==> config.mk <==
export PLATFORM = sky130hd
export DESIGN_NAME = tcp_syn_frame_classifier_unit
export DESIGN_NICKNAME = d
export VERILOG_FILES = /design/src/hw/rtl/sfc_pkg.sv /design/src/hw/rtl/sfc_in_stage.sv /design/src/hw/rtl/sfc_hdr_capture.sv /design/src/hw/rtl/sfc_out_stage.sv /design/src/hw/rtl/tcp_syn_frame_classifier_unit.sv
export SDC_FILE = /design/constraint.sdc
export NUM_CORES = 1
export LEC_CHECK = 0
export BUFFER_PORTS_ARGS = -buffer_cell sky130_fd_sc_hd__buf_2
export CORE_ASPECT_RATIO = 0.8
export CORE_MARGIN = 3
export CORE_UTILIZATION = 50
export CTS_CLUSTER_SIZE = 8
export DETAILED_ROUTE_END_ITERATION = 6
export PLACE_DENSITY_LB_ADDON = 0.08
export SKIP_LAST_GASP = 1
export SLEW_MARGIN = 20
export SYNTH_ARGS = -nofsm -noshare
export SYNTH_HDL_FRONTEND = slang
export SYNTH_SLANG_ARGS = --single-unit
==> constraint.sdc <==
create_clock -name clk -period 4.3 [get_ports clk]
set_input_delay 0.215 -clock clk [delete_from_list [all_inputs] [get_ports clk]]
set_output_delay 0.215 -clock clk [all_outputs]
set_load 0.01 [all_outputs]
==> src/hw/rtl/sfc_pkg.sv <==
// shared types and constants of the tcp syn frame classifier
`default_nettype none
package sfc_pkg;

	// one frame byte with its end-of-frame mark
	typedef struct packed {
		logic [7:0] data_byte;
		logic       last_byte;
	} in_item_t;

	// one classification result
	typedef struct packed {
		logic [1:0]  verdict;
		logic [31:0] source_address;
		logic [31:0] frames_seen;
	} out_item_t;

	// verdict codes
	localparam logic [1:0] VERDICT_PASS   = 2'd0;
	localparam logic [1:0] VERDICT_REFUSE = 2'd1;
	localparam logic [1:0] VERDICT_GATE   = 2'd2;

	// register reset value
	localparam logic [15:0] PORT_RESET = 16'd443;

	// byte offsets and lengths
	localparam logic [6:0] OFFSET_MAX   = 7'd127;
	localparam logic [6:0] OFS_ETYPE_HI = 7'd12;
	localparam logic [6:0] OFS_ETYPE_LO = 7'd13;
	localparam logic [6:0] OFS_VER_IHL  = 7'd14;
	localparam logic [6:0] OFS_FRAG_HI  = 7'd20;
	localparam logic [6:0] OFS_FRAG_LO  = 7'd21;
	localparam logic [6:0] OFS_PROTO    = 7'd23;
	localparam logic [6:0] OFS_SRC_LO   = 7'd26;
	localparam logic [6:0] OFS_SRC_HI   = 7'd29;
	localparam logic [6:0] ETH_HDR_LEN  = 7'd14;
	localparam logic [6:0] TCP6_BASE    = 7'd54;
	localparam logic [6:0] TCP_PORT_HI  = 7'd2;
	localparam logic [6:0] TCP_PORT_LO  = 7'd3;
	localparam logic [6:0] TCP_FLAGS    = 7'd13;
	localparam logic [7:0] MIN_LEN_V6   = 8'd74;
	localparam logic [7:0] MIN_LEN_V4   = 8'd54;
	localparam logic [7:0] ETH_TCP_LEN  = 8'd34;
	localparam logic [5:0] IP4_MIN_LEN  = 6'd20;

	// header field values
	localparam logic [15:0] ETYPE_IPV4 = 16'h0800;
	localparam logic [15:0] ETYPE_IPV6 = 16'h86DD;
	localparam logic [3:0]  IP_VER4    = 4'd4;
	localparam logic [3:0]  IP_VER6    = 4'd6;
	localparam logic [7:0]  PROTO_TCP  = 8'd6;
	localparam logic [15:0] FRAG_MASK  = 16'h3FFF;
	localparam int unsigned FLAG_SYN_BIT = 1;
	localparam int unsigned FLAG_ACK_BIT = 4;

endpackage
`default_nettype wire

==> src/hw/rtl/sfc_in_stage.sv <==
// input register stage of the tcp syn frame classifier
`default_nettype none
module sfc_in_stage (
	input  wire logic             clk,
	input  wire logic             arst_n,
	input  wire logic             in_valid,
	output logic                  in_stall,
	input  wire sfc_pkg::in_item_t in_item,
	input  wire logic             out_free,
	output logic                  step,
	output sfc_pkg::in_item_t     item_s1
);
	import sfc_pkg::*;

	logic valid_s1;
	logic take;

	// a held byte moves on unless it closes a frame and the result slot holds a stalled result
	assign step     = valid_s1 && (!item_s1.last_byte || out_free);
	assign in_stall = valid_s1 && !step;
	assign take     = in_valid && !in_stall;

	// stage valid
	always_ff @(posedge clk or negedge arst_n) begin
		if (!arst_n) begin
			valid_s1 <= 1'b0;
		end else if (take) begin
			valid_s1 <= 1'b1;
		end else if (step) begin
			valid_s1 <= 1'b0;
		end
	end

	// stage payload
	always_ff @(posedge clk) begin
		if (take) begin
			item_s1 <= in_item;
		end
	end

endmodule
`default_nettype wire

==> src/hw/rtl/sfc_hdr_capture.sv <==
// header field capture and verdict logic of the tcp syn frame classifier
`default_nettype none
module sfc_hdr_capture (
	input  wire logic              clk,
	input  wire logic              arst_n,
	input  wire logic              step,
	input  wire sfc_pkg::in_item_t item_s1,
	input  wire logic [15:0]       port,
	output sfc_pkg::out_item_t     result
);
	import sfc_pkg::*;

	logic [6:0]  offset_q;
	logic [15:0] etype_q, etype_d;
	logic [7:0]  ver_ihl_q, ver_ihl_d;
	logic [15:0] frag_q, frag_d;
	logic [7:0]  proto_q, proto_d;
	logic [7:0]  v6_next_q, v6_next_d;
	logic [31:0] src_q, src_d;
	logic [15:0] v4_port_q, v4_port_d;
	logic [15:0] v6_port_q, v6_port_d;
	logic [7:0]  flags_q, flags_d;
	logic [31:0] count_q, count_d;

	logic [6:0]  pos;
	logic [7:0]  b;
	logic        cap;
	logic [6:0]  tcp4;
	logic [7:0]  len;
	logic [5:0]  ihl4;
	logic        v6_hit;
	logic        v4_hit;

	assign pos  = offset_q;
	assign b    = item_s1.data_byte;
	assign cap  = (pos != OFFSET_MAX);
	assign tcp4 = ETH_HDR_LEN + {1'b0, ver_ihl_q[3:0], 2'b00};

	// field values after this byte lands
	always_comb begin
		etype_d   = etype_q;
		ver_ihl_d = ver_ihl_q;
		frag_d    = frag_q;
		proto_d   = proto_q;
		v6_next_d = v6_next_q;
		src_d     = src_q;
		v4_port_d = v4_port_q;
		v6_port_d = v6_port_q;
		flags_d   = flags_q;
		if (cap) begin
			if (pos == OFS_ETYPE_HI) etype_d[15:8] = b;
			if (pos == OFS_ETYPE_LO) etype_d[7:0] = b;
			if (pos == OFS_VER_IHL) ver_ihl_d = b;
			if (pos == OFS_FRAG_HI) begin
				frag_d[15:8] = b;
				v6_next_d    = b;
			end
			if (pos == OFS_FRAG_LO) frag_d[7:0] = b;
			if (pos == OFS_PROTO) proto_d = b;
			if (pos >= OFS_SRC_LO && pos <= OFS_SRC_HI) src_d = {src_q[23:0], b};
			if (pos == tcp4 + TCP_PORT_HI) v4_port_d[15:8] = b;
			if (pos == tcp4 + TCP_PORT_LO) v4_port_d[7:0] = b;
			if (pos == tcp4 + TCP_FLAGS) flags_d = b;
			if (pos == TCP6_BASE + TCP_PORT_HI) v6_port_d[15:8] = b;
			if (pos == TCP6_BASE + TCP_PORT_LO) v6_port_d[7:0] = b;
		end
	end

	// frame length saturates with the offset
	assign len  = cap ? ({1'b0, pos} + 8'd1) : {1'b0, OFFSET_MAX};
	assign ihl4 = {ver_ihl_d[3:0], 2'b00};

	// verdict rules, ipv6 first
	assign v6_hit = (len >= MIN_LEN_V6) && (etype_d == ETYPE_IPV6) &&
		(ver_ihl_d[7:4] == IP_VER6) && (v6_next_d == PROTO_TCP) && (v6_port_d == port);
	assign v4_hit = (len >= MIN_LEN_V4) && (etype_d == ETYPE_IPV4) &&
		(ver_ihl_d[7:4] == IP_VER4) && (ihl4 >= IP4_MIN_LEN) &&
		(len >= ETH_TCP_LEN + {2'b00, ihl4}) && (proto_d == PROTO_TCP) &&
		((frag_d & FRAG_MASK) == 16'h0000) && (v4_port_d == port) &&
		flags_d[FLAG_SYN_BIT] && !flags_d[FLAG_ACK_BIT];

	assign count_d = count_q + 32'd1;

	// result item for a closing byte
	always_comb begin
		result.frames_seen    = count_d;
		result.source_address = 32'h0;
		if (v6_hit) begin
			result.verdict = VERDICT_REFUSE;
		end else if (v4_hit) begin
			result.verdict        = VERDICT_GATE;
			result.source_address = src_d;
		end else begin
			result.verdict = VERDICT_PASS;
		end
	end

	// header state and counters
	always_ff @(posedge clk or negedge arst_n) begin
		if (!arst_n) begin
			offset_q  <= '0;
			etype_q   <= '0;
			ver_ihl_q <= '0;
			frag_q    <= '0;
			proto_q   <= '0;
			v6_next_q <= '0;
			src_q     <= '0;
			v4_port_q <= '0;
			v6_port_q <= '0;
			flags_q   <= '0;
			count_q   <= '0;
		end else if (step) begin
			etype_q   <= etype_d;
			ver_ihl_q <= ver_ihl_d;
			frag_q    <= frag_d;
			proto_q   <= proto_d;
			v6_next_q <= v6_next_d;
			src_q     <= src_d;
			v4_port_q <= v4_port_d;
			v6_port_q <= v6_port_d;
			flags_q   <= flags_d;
			if (item_s1.last_byte) begin
				offset_q <= '0;
				count_q  <= count_d;
			end else if (cap) begin
				offset_q <= offset_q + 7'd1;
			end
		end
	end

	// a frame starts over at offset zero
	a_offset_restart: assert property (@(posedge clk) disable iff (!arst_n)
		step && item_s1.last_byte |=> offset_q == 7'd0)
		else $error("offset not cleared after frame end");

	// the count moves only at a frame end
	a_count_hold: assert property (@(posedge clk) disable iff (!arst_n)
		!(step && item_s1.last_byte) |=> $stable(count_q))
		else $error("frame count changed mid frame");

	// the source address is shown only with a gate verdict
	a_src_zero: assert property (@(posedge clk) disable iff (!arst_n)
		result.verdict != VERDICT_GATE |-> result.source_address == 32'h0)
		else $error("source address leaked");

endmodule
`default_nettype wire

==> src/hw/rtl/sfc_out_stage.sv <==
// result register of the tcp syn frame classifier
`default_nettype none
module sfc_out_stage (
	input  wire logic               clk,
	input  wire logic               arst_n,
	input  wire logic               load,
	input  wire sfc_pkg::out_item_t result,
	output logic                    out_free,
	output logic                    out_valid,
	input  wire logic               out_stall,
	output sfc_pkg::out_item_t      out_item
);
	import sfc_pkg::*;

	logic valid_q;

	assign out_valid = valid_q;
	assign out_free  = !valid_q || !out_stall;

	// result valid
	always_ff @(posedge clk or negedge arst_n) begin
		if (!arst_n) begin
			valid_q <= 1'b0;
		end else if (load) begin
			valid_q <= 1'b1;
		end else if (!out_stall) begin
			valid_q <= 1'b0;
		end
	end

	// result payload
	always_ff @(posedge clk) begin
		if (load) begin
			out_item <= result;
		end
	end

	// a result is never loaded over one that is still waiting
	a_no_overwrite: assert property (@(posedge clk) disable iff (!arst_n)
		load |-> out_free)
		else $error("result overwritten while stalled");

endmodule
`default_nettype wire

==> src/hw/rtl/tcp_syn_frame_classifier_unit.sv <==
// Ethernet frame classifier: one byte per cycle in unless stalled, one verdict per frame out
// A closing byte sits in the input register; its verdict then goes to the result register.
// Throughput: one byte per cycle unless in_stall; the two registers decouple the sides.
// A closing byte waits in the input register only while a stalled result is still held.
// Reset (arst_n low, asynchronous) empties both registers, clears all captured header
// fields and the frame count, and sets the protected port to 443.
`default_nettype none
module tcp_syn_frame_classifier_unit (
	input  wire logic               clk,
	input  wire logic               arst_n,
	input  wire logic               in_valid,
	output logic                    in_stall,
	input  wire sfc_pkg::in_item_t  in_item,
	output logic                    out_valid,
	input  wire logic               out_stall,
	output sfc_pkg::out_item_t      out_item,
	input  wire logic               cfg_wr_en,
	input  wire logic [15:0]        cfg_wr_data
);
	import sfc_pkg::*;

	logic       out_free;
	logic       step;
	in_item_t   item_s1;
	out_item_t  result;
	logic [15:0] port_q;

	// protected port register
	always_ff @(posedge clk or negedge arst_n) begin
		if (!arst_n) begin
			port_q <= PORT_RESET;
		end else if (cfg_wr_en) begin
			port_q <= cfg_wr_data;
		end
	end

	sfc_in_stage u_in (
		.clk      (clk),
		.arst_n   (arst_n),
		.in_valid (in_valid),
		.in_stall (in_stall),
		.in_item  (in_item),
		.out_free (out_free),
		.step     (step),
		.item_s1  (item_s1)
	);

	sfc_hdr_capture u_cap (
		.clk     (clk),
		.arst_n  (arst_n),
		.step    (step),
		.item_s1 (item_s1),
		.port    (port_q),
		.result  (result)
	);

	sfc_out_stage u_out (
		.clk       (clk),
		.arst_n    (arst_n),
		.load      (step && item_s1.last_byte),
		.result    (result),
		.out_free  (out_free),
		.out_valid (out_valid),
		.out_stall (out_stall),
		.out_item  (out_item)
	);

	// the input side only waits behind a held result
	a_stall_cause: assert property (@(posedge clk) disable iff (!arst_n)
		in_stall |-> out_valid && out_stall)
		else $error("input stalled without a held result");

endmodule
`default_nettype wire

==> results of run 1 <==
## sequential cells by signal, summed over array words and instances (netlist names), 14 cells and up
name and cells:
u_cap.etype_q 16, u_cap.src_q 32, u_out.out_item 66, port_q 16
u_cap.v4_port_q 16, u_cap.v6_port_q 16, u_cap.frag_q 14, u_cap.count_q 32
## cells by family after synthesis
kind of cell / share of synthesized area
and+or+nand+nor: 0.176
buffers and inverters: 0.0405
muxes: 0.0933
xor gates and xnor gates: 0.0635
adders and majority gates: 0.0117
DFF: 0.521
AOI/OAI and AO/OA: 0.0938
## layer usage
metal | track usage | wire [um]
met1 | 0.389 | 16600
met3 | 0.0636 | 2710
met4 | 0.0667 | 658
met2 | 0.363 | 15200
met5 | 0 | 0
## worst reg2reg max path, cell delays in order (launching register included)
cell and delay [ps]:
dfrtp_1 480, inv_1 130, ha_1 430, and2b_2 260, xnor2_1 130, o311ai_2 330, o211ai_4 210, or2_1 370
o32a_1 450, or4_4 720, nor4_1 420
## power groups by stage
stage / clock [W] / combinational, W / sequential [W]
floorplan: 0 / 0.000509 / 0.00279
global placement: 0 / 0.000748 / 0.00284
detailed placement: 0 / 0.000752 / 0.00284
CTS: 0.00274 / 0.000775 / 0.00280
global route: 0.00285 / 0.000890 / 0.00282
finish: 0.00269 / 0.000803 / 0.00281
## timing repair
item,CTS,global route
hold endpoints to repair,123,0
resized for setup,0,2
setup endpoints to repair,0,25
hold buffers,27,0
## area by class of cell
| class | instances | share of cell area |
|---|---|---|
| flip-flops and latches | 252 | 0.443 |
| clock inverters | 3 | 0.00315 |
| clock buffers | 64 | 0.0680 |
| multi-input cells | 828 | 0.375 |
| well taps | 318 | 0.0263 |
| repair buffers | 169 | 0.0753 |
| inverters | 37 | 0.00928 |
## stage by stage
step	hold slack [ps]	instances
2_1_floorplan	-80.6	1194
3_3_place_gp	392	1576
3_5_place_dp	393	1576
4_1_cts	12.2	1670
5_1_grt	33.1	1671
6_report	32.4	1671
## synth_stat cells, types with 4 or more instances
library cell / number / share of area
dfrtp_1: 170 / 0.33
nand3_1: 31 / 0.012
ha_1: 12 / 0.012
and3_1: 11 / 0.0054
nor2b_1: 4 / 0.0019
nand2_1: 182 / 0.053
a221oi_1: 4 / 0.0027
or2_2: 4 / 0.0019
buf_1: 6 / 0.0018
mux2_2: 61 / 0.054
buf_6: 9 / 0.0079
nand4_1: 18 / 0.0088
o2111ai_1: 5 / 0.0034
mux2i_1: 51 / 0.040
and2_1: 5 / 0.0024
o21ai_0: 90 / 0.035
a2bb2oi_1: 5 / 0.0034
nor3b_1: 4 / 0.0023
xor2_1: 34 / 0.023
o22ai_1: 10 / 0.0049
buf_2: 10 / 0.0039
xnor2_1: 59 / 0.040
or3_1: 5 / 0.0024
a21oi_1: 25 / 0.0097
nand3b_1: 4 / 0.0023
o211ai_1: 5 / 0.0029
a31oi_1: 6 / 0.0029
nor3_1: 19 / 0.0074
nor2_1: 54 / 0.016
dfstp_2: 7 / 0.014
nor4_2: 29 / 0.028
edfxtp_1: 75 / 0.18
nand2b_1: 12 / 0.0058
nor4_1: 13 / 0.0063
inv_1: 37 / 0.011
clkbuf_1: 51 / 0.015
a2111oi_0: 5 / 0.0034
## worst paths after layout
path,endpoint,from,slack [ps],depth (start not counted)
setup / recovery,u_out.out_item[63],u_cap.ver_ihl_q[1],150,10
hold / removal,port_q[12],cfg_wr_data[12],30,3
setup reg to reg,u_out.out_item[63],u_cap.ver_ihl_q[1],150,10
hold reg to reg,u_cap.count_q[28],u_cap.count_q[28],470,1
max in group asynchronous,port_q[3],arst_n,2930,3
min in group asynchronous,u_cap.proto_q[7],arst_n,400,2
==> impl_metrics.env, run 1 <==
export IMPL_clock_latency_ps=510
export IMPL_crit_chain="inv_1 -> ha_1 -> and2b_2 -> xnor2_1 -> o311ai_2 -> o211ai_4 -> or2_1 -> o32a_1 -> or4_4 -> nor4_1"
export IMPL_ys_async_sr_fraction=0.702
export IMPL_ys_seq_area_frac=0.521
export IMPL_crit_buf_inv=1
export IMPL_start_util=0.518
export IMPL_clk_pin_slew_ps=50
export IMPL_globalplace_congestion=0.951
export IMPL_power_leakage_nw=6.43
export IMPL_drc=0
export IMPL_routed_wl_um=35200
export IMPL_numCtsBuffers=37
export IMPL_setup_ws_ps=152
export IMPL_cp_max_fo=17
export IMPL_worstMarginPinSlew_ps=977
export IMPL_rsz0062_at_grt="yes"
export IMPL_grt_overflow_total=0
export IMPL_ios=98
export IMPL_vdd_ir_drop_max_mv=0.270
export IMPL_grt_start_max_net_pins=104
export IMPL_final_area_mm2=0.0151
export IMPL_post_drt_via_cell_ratio=5.74
export IMPL_final_cell_mix="182 x nand2_1, 170 x dfrtp_1, 96 x buf_2, 90 x o21ai_0, 75 x edfxtp_1"
export IMPL_layout_nets=1367
export IMPL_ff_latch_area_mm2=0.00669
export IMPL_synth_cell_types=78
export IMPL_antenna_cells=0
export IMPL_die_area_mm2=0.0276
export IMPL_mostFrequentLayoutCell="nand2_1"
export IMPL_h_tree_depth=2
export IMPL_synth_nets=1236
export IMPL_min_path_type="input port to flip-flop"
export IMPL_cp_data_arrival_time_ps=4440
export IMPL_syn2layout_area_growth_pct=17.7
export IMPL_die_h_um=149
export IMPL_endpoint_kind="flip-flop"
export IMPL_fillers=2066
export IMPL_crit_required_ps=4590
export IMPL_synth_ff_type="dfrtp_1"
export IMPL_max_freq_mhz=241
export IMPL_drive_gt1_frac=0.223
export IMPL_totalNegativeSetupSlack_ps=0
export IMPL_cts_setup_buffers=0
export IMPL_netlist_area_mm2=0.0128
export IMPL_root_buffer="clkbuf_16"
export IMPL_core_area_mm2=0.0248
export IMPL_tritoncts="yes"
export IMPL_fin_util=0.610
export IMPL_synthCells=1194
export IMPL_numClockSinks=252
export IMPL_pre_cts_ws_ps=180
export IMPL_finalMaxSlewViolations=0
export IMPL_dp_hpwl_um=23900
export IMPL_layout_min_cycle_time_ps=4150
export IMPL_yosys_register_bits=252
export IMPL_drt_iter0_markers=918
export IMPL_cts_buffer_depth=3
export IMPL_switching_share=0.264
export IMPL_crit_family="simple AND/OR/NAND/NOR gates"
export IMPL_p_comb_frac=0.127
export IMPL_first_pass_iters=5
export IMPL_multi_input_area_mm2=0.00567
export IMPL_wire_per_inst_um=21.1
export IMPL_grt_pass1_wl_um=54200
export IMPL_p_per_area_mw_per_mm2=417
export IMPL_crit_type="flip-flop to flip-flop"
export IMPL_seqPwrFrac=0.445
export IMPL_ys_warn_count=0
export IMPL_antenna_found_initial=0
export IMPL_antenna_left=0
export IMPL_p_int_w=0.00464
export IMPL_grt_pass1_vias=9346
export IMPL_slowest_delay_ps=720
export IMPL_finalCritPeriodShare=0.965
export IMPL_totalPowerFinal_w=0.00630
export IMPL_numPortBuffers=97
export IMPL_maxCapViolations=0
export IMPL_critPathSlowestCell="or4_4"
export IMPL_fin_skew_ps=14.1
export IMPL_synth_edf_count=75
export IMPL_setup_violations=0
export IMPL_switching_power_w=0.00166
export IMPL_grt_usage=0.255
export IMPL_syn_mean_instance_area_um2=10.7
export IMPL_num_rows=51
export IMPL_hold_viol_final=0
export IMPL_die_width_um=185
export IMPL_worst_setup_path_start_kind="flip-flop"
export IMPL_place_area_mm2=0.0137
export IMPL_status="finished, final reports clean"
export IMPL_power_frac_clock=0.427
export IMPL_routed_via_count=9597
export IMPL_slew_headroom=0.349
Power figures use the tool's default switching activity.
==> run 2, diff against run 1 <==
- REMOVE_ABC_BUFFERS: default -> 1
==> run 2 against run 1 <==
Against the previous run: clock skew is 1.1 ps higher; register-to-register slack better by 30 ps; setup slack better by 33 ps; clock power hardly changed; via count barely moved; total power shrank 0.66%; count of clock-buffer cells in the layout up 1; sequential power about the same; critical path type unchanged; largest cell class unchanged.
==> impl_metrics.env, run 2 (synthesis gave the netlist of run 1 again) <==
export IMPL_p_comb_frac=0.126
export IMPL_die_width_um=185
export IMPL_vdd_ir_drop_max_mv=0.278
export IMPL_endpoint_kind="flip-flop"
export IMPL_crit_type="flip-flop to flip-flop"
export IMPL_worstMarginPinSlew_ps=902
export IMPL_cp_data_arrival_time_ps=4430
export IMPL_layout_nets=1359
export IMPL_multi_input_area_mm2=0.00567
export IMPL_p_int_w=0.00461
export IMPL_slowest_delay_ps=740
export IMPL_syn2layout_area_growth_pct=17.1
export IMPL_path_common_cell="nor4_1"
export IMPL_root_buffer="clkbuf_16"
export IMPL_dp_hpwl_um=22100
export IMPL_clk_pin_slew_ps=50
export IMPL_totalNegativeSetupSlack_ps=0
export IMPL_rsz0062_at_grt="no"
export IMPL_mostFrequentLayoutCell="nand2_1"
export IMPL_globalplace_congestion=0.984
export IMPL_cts_buffer_depth=3
export IMPL_ff_latch_area_mm2=0.00669
export IMPL_status="finished, final reports clean"
export IMPL_antenna_left=0
export IMPL_setup_ws_ps=185
export IMPL_crit_required_ps=4610
export IMPL_antenna_cells=0
export IMPL_largest_reg_flops=66
export IMPL_min_path_type="input port to flip-flop"
export IMPL_start_util=0.518
export IMPL_fin_skew_ps=15.2
export IMPL_hold_ws_ps=208
export IMPL_num_rows=51
export IMPL_final_area_mm2=0.0150
export IMPL_core_area_mm2=0.0248
export IMPL_first_pass_iters=5
export IMPL_reg_top3="u_out.out_item x66, u_cap.count_q x32, u_cap.src_q x32"
export IMPL_p_per_area_mw_per_mm2=417
export IMPL_switching_power_w=0.00165
export IMPL_cp_max_fo=33
export IMPL_seqPwrFrac=0.446
export IMPL_post_drt_via_cell_ratio=5.77
export IMPL_numPortBuffers=97
export IMPL_drc=0
export IMPL_grt_start_max_net_pins=113
export IMPL_die_area_mm2=0.0276
export IMPL_drt_iter0_markers=763
export IMPL_critPathSlowestCell="or4_2"
export IMPL_numClockSinks=252
export IMPL_switching_share=0.264
export IMPL_power_leakage_nw=6.39
export IMPL_place_area_mm2=0.0137
export IMPL_final_cell_mix="182 x nand2_1, 170 x dfrtp_1, 96 x buf_2, 90 x o21ai_0, 75 x edfxtp_1"
export IMPL_finalCritPeriodShare=0.957
export IMPL_tritoncts="yes"
export IMPL_crit_family="simple AND/OR/NAND/NOR gates"
export IMPL_grt_pass1_wl_um=51800
export IMPL_routed_wl_um=33700
export IMPL_layout_min_cycle_time_ps=4120
export IMPL_largest_register="u_out.out_item"
export IMPL_maxCapViolations=0
export IMPL_hold_viol_final=0
export IMPL_antenna_found_initial=0
export IMPL_grt_usage=0.240
export IMPL_grt_pass1_vias=9108
export IMPL_cts_setup_buffers=0
export IMPL_ios=98
export IMPL_clock_latency_ps=510
export IMPL_routed_via_count=9601
export IMPL_grt_overflow_total=0
export IMPL_setup_violations=0
export IMPL_fillers=2107
export IMPL_wire_per_inst_um=20.3
export IMPL_power_frac_clock=0.427
export IMPL_worst_setup_path_start_kind="flip-flop"
export IMPL_crit_buf_inv=2
export IMPL_slew_headroom=0.393
export IMPL_die_h_um=149
export IMPL_numCtsBuffers=37
export IMPL_drive_gt1_frac=0.219
export IMPL_crit_chain="inv_1 -> ha_1 -> nand2_1 -> nor4_1 -> mux2i_1 -> a2111o_1 -> nor3_1 -> nand4_1 -> o2111ai_1 -> or4_2 -> buf_12 -> nor4_1"
export IMPL_pre_cts_ws_ps=263
export IMPL_finalMaxSlewViolations=0
export IMPL_max_freq_mhz=243
export IMPL_h_tree_depth=2
==> run 2: power by group through the flow <==
stage	registers [W]	logic, W	clock network [W]
2_1_floorplan	0.00281	0.000457	0
3_3_place_gp	0.00283	0.000727	0
3_5_place_dp	0.00283	0.000737	0
4_1_cts	0.00279	0.000760	0.00272
5_1_grt	0.00281	0.000872	0.00284
6_report	0.00280	0.000791	0.00267
==> run 2: worst reg2reg max path: stages, from the launching register on <==
cell       delay (ps)
dfrtp_1           440
inv_1             140
ha_1              340
nand2_1           190
nor4_1            720
mux2i_1           330
a2111o_1          170
nor3_1             60
nand4_1           120
o2111ai_1         150
or4_2             740
buf_12            210
nor4_1            340
==> run 2: layout make-up <==
| class | count | area share |
|---|---|---|
| clock buffer | 65 | 0.0699 |
| multi-input combinational | 828 | 0.377 |
| timing repair buffer | 161 | 0.0710 |
| sequential | 252 | 0.445 |
| tap | 318 | 0.0265 |
| inverter | 37 | 0.00932 |
| clock inverter | 2 | 0.00117 |
==> run 2: path summary, 6_finish.rpt <==
check                                         from                 end  slack [ps]  cells after the start
worst max-delay path             u_cap.offset_q[1]  u_out.out_item[32]         180                     12
worst min-delay path                     cfg_wr_en           port_q[0]         210                      3
worst max register to register   u_cap.offset_q[1]  u_out.out_item[32]         180                     12
worst min register to register  u_cap.v6_next_q[0]  u_cap.v6_next_q[0]         470                      2
max in group asynchronous                   arst_n   u_cap.count_q[15]        2960                      3
min in group asynchronous                   arst_n    u_cap.flags_q[4]         280                      2
==> run 2: per-layer routing <==
metal	GRT usage	part of all wire
met1	0.369	0.47
met2	0.346	0.43
met3	0.0556	0.079
met4	0.0566	0.019
met5	0	0
==> run 2: what timing repair did <==
action | in CTS | in global routing
endpoints found under the hold margin | 90 | 0
hold buffers | 28 | 0
setup endpoints to repair | 0 | 2
resized for setup | 0 | 3
==> run 2: metrics by stage <==
step                      instances  total power [W]   util
after floorplan                1116          0.00327      -
after global placement         1567          0.00355  0.552
after detailed placement       1567          0.00357  0.552
after CTS                      1662          0.00627  0.606
after global routing           1663          0.00652  0.607
final                          1663          0.00626  0.607
